<file path="config.mk">
export PLATFORM = sky130hd
export DESIGN_NAME = lbsp_ctrl
export DESIGN_NICKNAME = d
export VERILOG_FILES = /design/src/design/log_bucket_strict_priority_scheduler_unit_defines.svh /design/src/design/lbsp_pkg.sv /design/src/design/lbsp_ctrl.sv
export SDC_FILE = /design/constraint.sdc
export NUM_CORES = 1
export LEC_CHECK = 0
export ABC_AREA = 1
export CELL_PAD_IN_SITES_DETAIL_PLACEMENT = 0
export CELL_PAD_IN_SITES_GLOBAL_PLACEMENT = 1
export CORE_MARGIN = 10
export CORE_UTILIZATION = 25
export DETAILED_ROUTE_END_ITERATION = 6
export DONT_BUFFER_PORTS = 1
export GPL_ROUTABILITY_DRIVEN = 1
export HOLD_SLACK_MARGIN = 0.1
export PLACE_DENSITY = 0.65
export RECOVER_POWER = 100
export SLEW_MARGIN = 20
export SYNTH_ARGS = -nofsm -noshare
export SYNTH_HDL_FRONTEND = slang
export SYNTH_SLANG_ARGS = --single-unit
</file>
<file path="constraint.sdc">
create_clock -name clk -period 1.35 [get_ports clk]
set_clock_uncertainty 0.05 [all_clocks]
set_input_delay 0.0675 -clock clk [delete_from_list [all_inputs] [get_ports clk]]
set_output_delay 0.0675 -clock clk [all_outputs]
set_load 0.01 [all_outputs]
</file>
<file path="src/design/log_bucket_strict_priority_scheduler_unit_defines.svh">
// ----------------------------------------------------------------------------
// Assertion macros for the log bucket strict priority scheduler
// Simulation builds expand them into concurrent checks; synthesis drops them.
// ----------------------------------------------------------------------------
`ifndef LOG_BUCKET_STRICT_PRIORITY_SCHEDULER_UNIT_DEFINES_SVH
`define LOG_BUCKET_STRICT_PRIORITY_SCHEDULER_UNIT_DEFINES_SVH

`ifndef SYNTHESIS
// Check that the consequent holds in the same cycle
`define LBSP_ASSERT_SAME(label, clk, rst_n, ante, cons) \
  label: assert property (@(posedge clk) disable iff (!rst_n) (ante) |-> (cons)) \
    else $error("lbsp check failed");
// Check that the consequent holds in the cycle after the antecedent
`define LBSP_ASSERT_NEXT(label, clk, rst_n, ante, cons) \
  label: assert property (@(posedge clk) disable iff (!rst_n) (ante) |=> (cons)) \
    else $error("lbsp check failed");
`else
`define LBSP_ASSERT_SAME(label, clk, rst_n, ante, cons)
`define LBSP_ASSERT_NEXT(label, clk, rst_n, ante, cons)
`endif

`endif

</file>
<file path="src/design/lbsp_pkg.sv">
// ----------------------------------------------------------------------------
// lbsp_pkg
// Shared widths, register codes, controller states and command/status types.
// ----------------------------------------------------------------------------
package lbsp_pkg;

  localparam int LEN_W     = 14;
  localparam int TAG_W     = 32;
  localparam int SCALE_W   = 16;
  localparam int PCNT_W    = 5;
  localparam int HELD_O_W  = 8;
  localparam int CFG_IDX_W = 1;
  localparam int CFG_DAT_W = 16;
  localparam int EXP_W     = 4;
  localparam int FRAC_W    = 8;
  localparam int MANT_W    = 16;
  localparam int LOG_W     = EXP_W + FRAC_W;
  localparam int PROD_W    = LOG_W + SCALE_W;
  localparam int BKT_SHIFT = 22;
  localparam int BKT_W     = PROD_W - BKT_SHIFT;
  localparam int LOG_CNT_W = 4;

  localparam logic [SCALE_W-1:0] SCALE_RST = 16'd17642;

  // Register indexes
  localparam logic [CFG_IDX_W-1:0] REG_PRIORITY_COUNT = 1'b0;
  localparam logic [CFG_IDX_W-1:0] REG_BUCKET_SCALE   = 1'b1;

  typedef enum logic [3:0] {
    ST_INIT,
    ST_DIV,
    ST_SWEEP,
    ST_IDLE,
    ST_PICK,
    ST_SEND,
    ST_REQ_GO,
    ST_REQ_LOG,
    ST_REQ_CHK,
    ST_REQ_WR,
    ST_ARR,
    ST_ARR_LOG,
    ST_ARR_WR,
    ST_FIN
  } lbsp_state_t;

  typedef struct packed {
    logic div_start;
    logic div_step;
    logic sweep_step;
    logic take_in;
    logic cfg_wr;
    logic pick;
    logic send;
    logic log_start;
    logic log_src_len;
    logic req_chk;
    logic req_wr;
    logic arr_wr;
    logic out_load;
  } lbsp_cmd_t;

  typedef struct packed {
    logic div_last;
    logic sweep_last;
    logic can_send;
    logic more_left;
    logic log_done;
    logic arrival;
    logic out_free;
  } lbsp_status_t;

endpackage

</file>
<file path="src/design/lbsp_ctrl.sv">
// ----------------------------------------------------------------------------
// lbsp_ctrl
// Controller: sequences pool split, packet send, requeue and arrival per tick.
// ----------------------------------------------------------------------------
module lbsp_ctrl (
  input  logic                            clk,
  input  logic                            rst_n,
  input  logic                            in_valid,
  output logic                            in_ready,
  input  logic                            cfg_valid,
  output logic                            cfg_ready,
  input  logic [lbsp_pkg::CFG_IDX_W-1:0]  cfg_index,
  input  lbsp_pkg::lbsp_status_t          st,
  output lbsp_pkg::lbsp_cmd_t             cmd
);
  import lbsp_pkg::*;

  lbsp_state_t state_r;
  lbsp_state_t state_nxt;
  logic        in_fire;
  logic        cfg_fire;

  assign cfg_ready = (state_r == ST_IDLE);
  assign in_ready  = (state_r == ST_IDLE) && !cfg_valid;
  assign in_fire   = in_valid && in_ready;
  assign cfg_fire  = cfg_valid && cfg_ready;

  always_ff @(posedge clk) begin
    if (!rst_n) state_r <= ST_INIT;
    else        state_r <= state_nxt;
  end

  // Next state
  always_comb begin
    state_nxt = state_r;
    unique case (state_r)
      ST_INIT:    state_nxt = ST_DIV;
      ST_DIV:     if (st.div_last) state_nxt = ST_SWEEP;
      ST_SWEEP:   if (st.sweep_last) state_nxt = ST_IDLE;
      ST_IDLE: begin
        if (cfg_fire && cfg_index == REG_PRIORITY_COUNT) state_nxt = ST_INIT;
        else if (in_fire)                                 state_nxt = ST_PICK;
      end
      ST_PICK:    state_nxt = st.can_send ? ST_SEND : ST_ARR;
      ST_SEND:    state_nxt = st.more_left ? ST_REQ_GO : ST_ARR;
      ST_REQ_GO:  state_nxt = ST_REQ_LOG;
      ST_REQ_LOG: if (st.log_done) state_nxt = ST_REQ_CHK;
      ST_REQ_CHK: state_nxt = ST_REQ_WR;
      ST_REQ_WR:  state_nxt = ST_ARR;
      ST_ARR:     state_nxt = st.arrival ? ST_ARR_LOG : ST_FIN;
      ST_ARR_LOG: if (st.log_done) state_nxt = ST_ARR_WR;
      ST_ARR_WR:  state_nxt = ST_FIN;
      ST_FIN:     if (st.out_free) state_nxt = ST_IDLE;
      default:    state_nxt = ST_INIT;
    endcase
  end

  // Commands
  always_comb begin
    cmd         = '0;
    cmd.cfg_wr  = cfg_fire;
    cmd.take_in = in_fire;
    unique case (state_r)
      ST_INIT:    cmd.div_start  = 1'b1;
      ST_DIV:     cmd.div_step   = 1'b1;
      ST_SWEEP:   cmd.sweep_step = 1'b1;
      ST_PICK:    cmd.pick       = 1'b1;
      ST_SEND:    cmd.send       = 1'b1;
      ST_REQ_GO:  cmd.log_start  = 1'b1;
      ST_REQ_CHK: cmd.req_chk    = 1'b1;
      ST_REQ_WR:  cmd.req_wr     = 1'b1;
      ST_ARR: begin
        cmd.log_start   = st.arrival;
        cmd.log_src_len = 1'b1;
      end
      ST_ARR_WR:  cmd.arr_wr     = 1'b1;
      ST_FIN:     cmd.out_load   = st.out_free;
      default: ;
    endcase
  end

endmodule

</file>
==> results_tabular.tex <==
\begin{tabular}{lr}
\hline
Metric & Value \\
\hline
\multicolumn{2}{l}{\textbf{Run status}} \\
\quad Outcome & finished, violations left \\
\quad Failing checks & negative setup slack \\
\multicolumn{2}{l}{\textbf{Global route}} \\
\quad Antenna violations before repair & 0 \\
\quad Wire length of the first global-routing pass & roughly 2800 um \\
\quad Met1 Usage GRT & a little under a tenth \\
\quad Fraction of met3 tracks used by global routing & $\sim$2.5\% \\
\quad Met2 demand-to-capacity share in global routing & 11.8\% \\
\quad Most heavily used metal layer in global routing & met2 \\
\quad Combined global-route utilization of all metal layers & approximately 8.2\% \\
\quad Pin count of the biggest net entering global routing & 6 \\
\quad Via count of the first global-routing pass & approximately 690 \\
\quad Overall overflow remaining after global route & 0 \\
\multicolumn{2}{l}{\textbf{Synthesis}} \\
\quad Area contributors post-synth & sky130\_fd\_sc\_hd\_\_nand2\_1 (20\%), sky130\_fd\_sc\_hd\_\_nor2\_1 (20\%), sky130\_fd\_sc\_hd\_\_dfxtp\_1 (15\%), sky130\_fd\_sc\_hd\_\_inv\_1 (14\%), sky130\_fd\_sc\_hd\_\_nand3\_1 (8.4\%) \\
\quad Main synth FF type & sky130\_fd\_sc\_hd\_\_dfxtp\_1 \\
\quad Register bit total from synthesis & 4 \\
\quad Share of the yosys chip area belonging to registers & around 15\% \\
\quad Post-synth top area cell & sky130\_fd\_sc\_hd\_\_nand2\_1 \\
\quad Cells after synthesis & between 100 and 150 \\
\quad Yosys synthesis warning count & 0 \\
\quad Netlist area before placement & about 530 um2 \\
\quad Distinct cells, synth & 18 \\
\quad Fraction of synthesis flops using an asynchronous set or reset pin & 0\% \\
\quad Share of Yosys cell area claimed by the top area cell type & around a fifth \\
\quad Post-synth top cells & sky130\_fd\_sc\_hd\_\_nand2\_1 (29), sky130\_fd\_sc\_hd\_\_nor2\_1 (28), sky130\_fd\_sc\_hd\_\_inv\_1 (20) \\
\quad Most common cell in the netlist & sky130\_fd\_sc\_hd\_\_nand2\_1 \\
\quad Post-Synthesis Net Count & $\sim$120 \\
\quad Average instance area after synthesis & between 5 and 6 um2 \\
\quad Post-synth EDFFs & 0 \\
\multicolumn{2}{l}{\textbf{Detailed routing}} \\
\quad Routed wire length & $\sim$1700 um \\
\quad Drt via density & between 4 and 5 \\
\quad Number of antenna-violating nets in the routed design & 0 \\
\quad Detailed-route via count & $\sim$670 \\
\quad Post-route DRC & 0 \\
\quad Post-detailed-route wirelength per cell & 11.5 um \\
\quad Number of search-and-repair iterations in the first detailed-routing pass & 4 \\
\quad Drt initial violations & 42 \\
\multicolumn{2}{l}{\textbf{Power and ir drop}} \\
\quad Internal power & between 800 and 900 uW \\
\quad Total net switching power & 930 uW \\
\quad Sequential power share & between 10\% and 20\% \\
\quad Share of total power consumed by net switching & between 50\% and 60\% \\
\quad Overall power consumption & about 1800 uW \\
\quad Logic pwr share & between 70\% and 80\% \\
\quad Standby leakage power & 0.000447 uW \\
\quad Power per standard cell area & roughly 2300 mW/mm2 \\
\quad Worst ir drop on vdd & about 0.00076 V \\
\quad Clock network fraction of design power & under 10\% \\
\multicolumn{2}{l}{\textbf{Place}} \\
\quad RD Place Congestion & 0.860 \\
\quad Pre-CTS worst setup slack & -0.0776 ns \\
\quad Number of buffer cells added on primary ports & 0 \\
\quad Half-perimeter wire length after placement & 1480 um \\
\multicolumn{2}{l}{\textbf{Clock tree}} \\
\quad Num CTS Buffers & 3 \\
\quad Total clock sinks & 4 \\
\quad CTS Root Cell & sky130\_fd\_sc\_hd\_\_clkbuf\_4 \\
\quad Clock insertion delay at the later pin of the skew report & approximately 0.24 ns \\
\quad Clk buf depth & 2 \\
\quad Clock tree from TritonCTS & yes \\
\quad Clock input transition at the sequential cells of the worst setup and hold paths & 0.03 ns \\
\quad H-Tree Depth & 1 \\
\multicolumn{2}{l}{\textbf{Finish}} \\
\quad Final-layout fill cell count & about 250 \\
\quad Registers with the most flip-flops & state\_r: 4 flops \\
\quad Number of flip-flops in the largest register & 4 \\
\quad Antenna fix cells & 0 \\
\quad Fin nets & 136 \\
\quad Top reg by flops & state\_r \\
\quad Post-synthesis to final-layout area growth & 43.6\% \\
\quad Layout cell share with drive strength beyond 1 & 41.0\% \\
\multicolumn{2}{l}{\textbf{Die}} \\
\quad Floorplan die height & approximately 66 um \\
\quad Initial cell density of the core & a little over a quarter \\
\quad Standard-cell row count & 16 \\
\quad Core region area & between 0.002 and 0.0025 mm2 \\
\quad Die Outline Area & 0.00439 mm2 \\
\quad X dimension of the die & approximately 66 um \\
\quad Number of ports placed on the die boundary & 27 \\
\multicolumn{2}{l}{\textbf{Worst setup path}} \\
\quad Setup Crit Path Kind & reg2out \\
\quad Worst endpoint required time & about 1.2 ns \\
\quad Standard cell with the maximum stage delay on the critical path & sky130\_fd\_sc\_hd\_\_dfxtp\_4 \\
\quad Signal arrival time at the worst endpoint & around 1.3 ns \\
\quad Kind of start point of the critical path & flop \\
\quad Critical-path maximum fanout & 4 \\
\quad Critical path cell sequence & buf\_6, nor2\_4, nand2\_2, o21ai\_2, buf\_4 \\
\quad Highest cell delay on the worst timing path & roughly 0.35 ns \\
\quad Critical Path End Type & output port \\
\multicolumn{2}{l}{\textbf{STA}} \\
\quad Minimum clock period after layout & $\sim$1.4 ns \\
\quad Relative slew slack & a little over four fifths \\
\quad Worst slew pin tran & between 0.2 and 0.25 ns \\
\quad Number of pins exceeding their max-slew limit in the final report & 0 \\
\quad Final hold viol count & 0 \\
\quad Setup TNS Final & -0.0176 ns \\
\quad Unrepaired setup endpoints after global routing & true \\
\quad Final worst path period share & 101\% \\
\quad PnR worst setup slack & -0.0176 ns \\
\quad Worst Hold Slack & approximately 0.097 ns \\
\quad Timing-limited maximum frequency & approximately 730 MHz \\
\quad Final setup violation count & 1 \\
\multicolumn{2}{l}{\textbf{Job}} \\
\quad Total of max-cap violations & 0 \\
\multicolumn{2}{l}{\textbf{Worst hold path}} \\
\quad Worst hold-check path type & in2reg \\
\hline
\end{tabular}
[critical path: cells and delay by family (launching register included)]
kind / cells / cell delay (ns)
flip-flops: 1 / 0.35
buffers and inverters: 2 / 0.26
AND/OR/NAND/NOR: 2 / 0.23
AO/OA/AOI/OAI: 1 / 0.17
[cells in the final DEF, fill, tap and decap left out, types with 2 or more instances in the layout]
| master | netlist | final |
|---|---|---|
| sky130_fd_sc_hd__buf_4 | 2 | 13 |
| sky130_fd_sc_hd__clkbuf_4 | 0 | 3 |
| sky130_fd_sc_hd__dfxtp_4 | 0 | 4 |
| sky130_fd_sc_hd__inv_1 | 20 | 17 |
| sky130_fd_sc_hd__inv_2 | 1 | 4 |
| sky130_fd_sc_hd__nand2_1 | 29 | 24 |
| sky130_fd_sc_hd__nand2_2 | 2 | 7 |
| sky130_fd_sc_hd__nand3_1 | 9 | 9 |
| sky130_fd_sc_hd__nand3_2 | 2 | 2 |
| sky130_fd_sc_hd__nor2_1 | 28 | 16 |
| sky130_fd_sc_hd__nor2_2 | 1 | 11 |
| sky130_fd_sc_hd__nor2_4 | 1 | 3 |
[cell families after synthesis]
kind of cell | Yosys count | synth area share [%]
AOI/OAI and AO/OA | 3 | 4.45
DFF | 4 | 15.0
and+or+nand+nor | 76 | 63.0
buffers and inverters | 23 | 17.6
[stage by stage]
stage / instances / instance area, um2 / utilization [%]
after CTS: 147 / 699 / 34.9
final: 149 / 767 / 38.3
after floorplan: 106 / 534 / -
after global routing: 149 / 767 / 38.3
after detailed placement: 143 / 643 / 32.1
after global placement: 143 / 643 / 32.1
[routing by layer]
metal / vias to the layer above / routed length, um
met5: - / 0
met4: 0 / 46
met3: 5 / 174
met2: 29 / 764
met1: 283 / 734
li1: 355 / -
[repair_timing]
item,in CTS,in global routing
setup buffers,0,2
pin swaps,1,4
gates resized for setup,10,22
setup endpoints to repair,9,11
endpoints found under the hold margin,4,0
hold buffers,1,0
[worst paths after layout]
kind                                 start    endpoint  slack (ns)  cells after the start
worst min register to register  state_r[2]  state_r[2]        0.55                      4
worst max register to register  state_r[0]  state_r[3]        0.08                      9
worst min-delay path                 st[2]  state_r[1]         0.1                      5
worst max-delay path            state_r[0]      cmd[5]       -0.02                      5
[power by group through the flow]
stage | clock network (uW) | logic (uW) | registers (uW)
floorplan | 0 | 751 | 249
global placement | 0 | 1120 | 253
detailed placement | 0 | 1110 | 255
CTS | 152 | 1180 | 283
global route | 157 | 1490 | 333
finish | 151 | 1320 | 316
[cell type report]
| class | count | area, um2 | share of cell area (%) |
|---|---|---|---|
| multi-input cells | 79 | 418 | 54.5 |
| well taps | 27 | 33.8 | 4.40 |
| flip-flops and latches | 4 | 95.1 | 12.4 |
| repair buffers | 15 | 119 | 15.5 |
| clock buffers | 3 | 22.5 | 2.94 |
| inverters | 21 | 78.8 | 10.3 |
No activity file was read; power rests on OpenSTA's default activity.
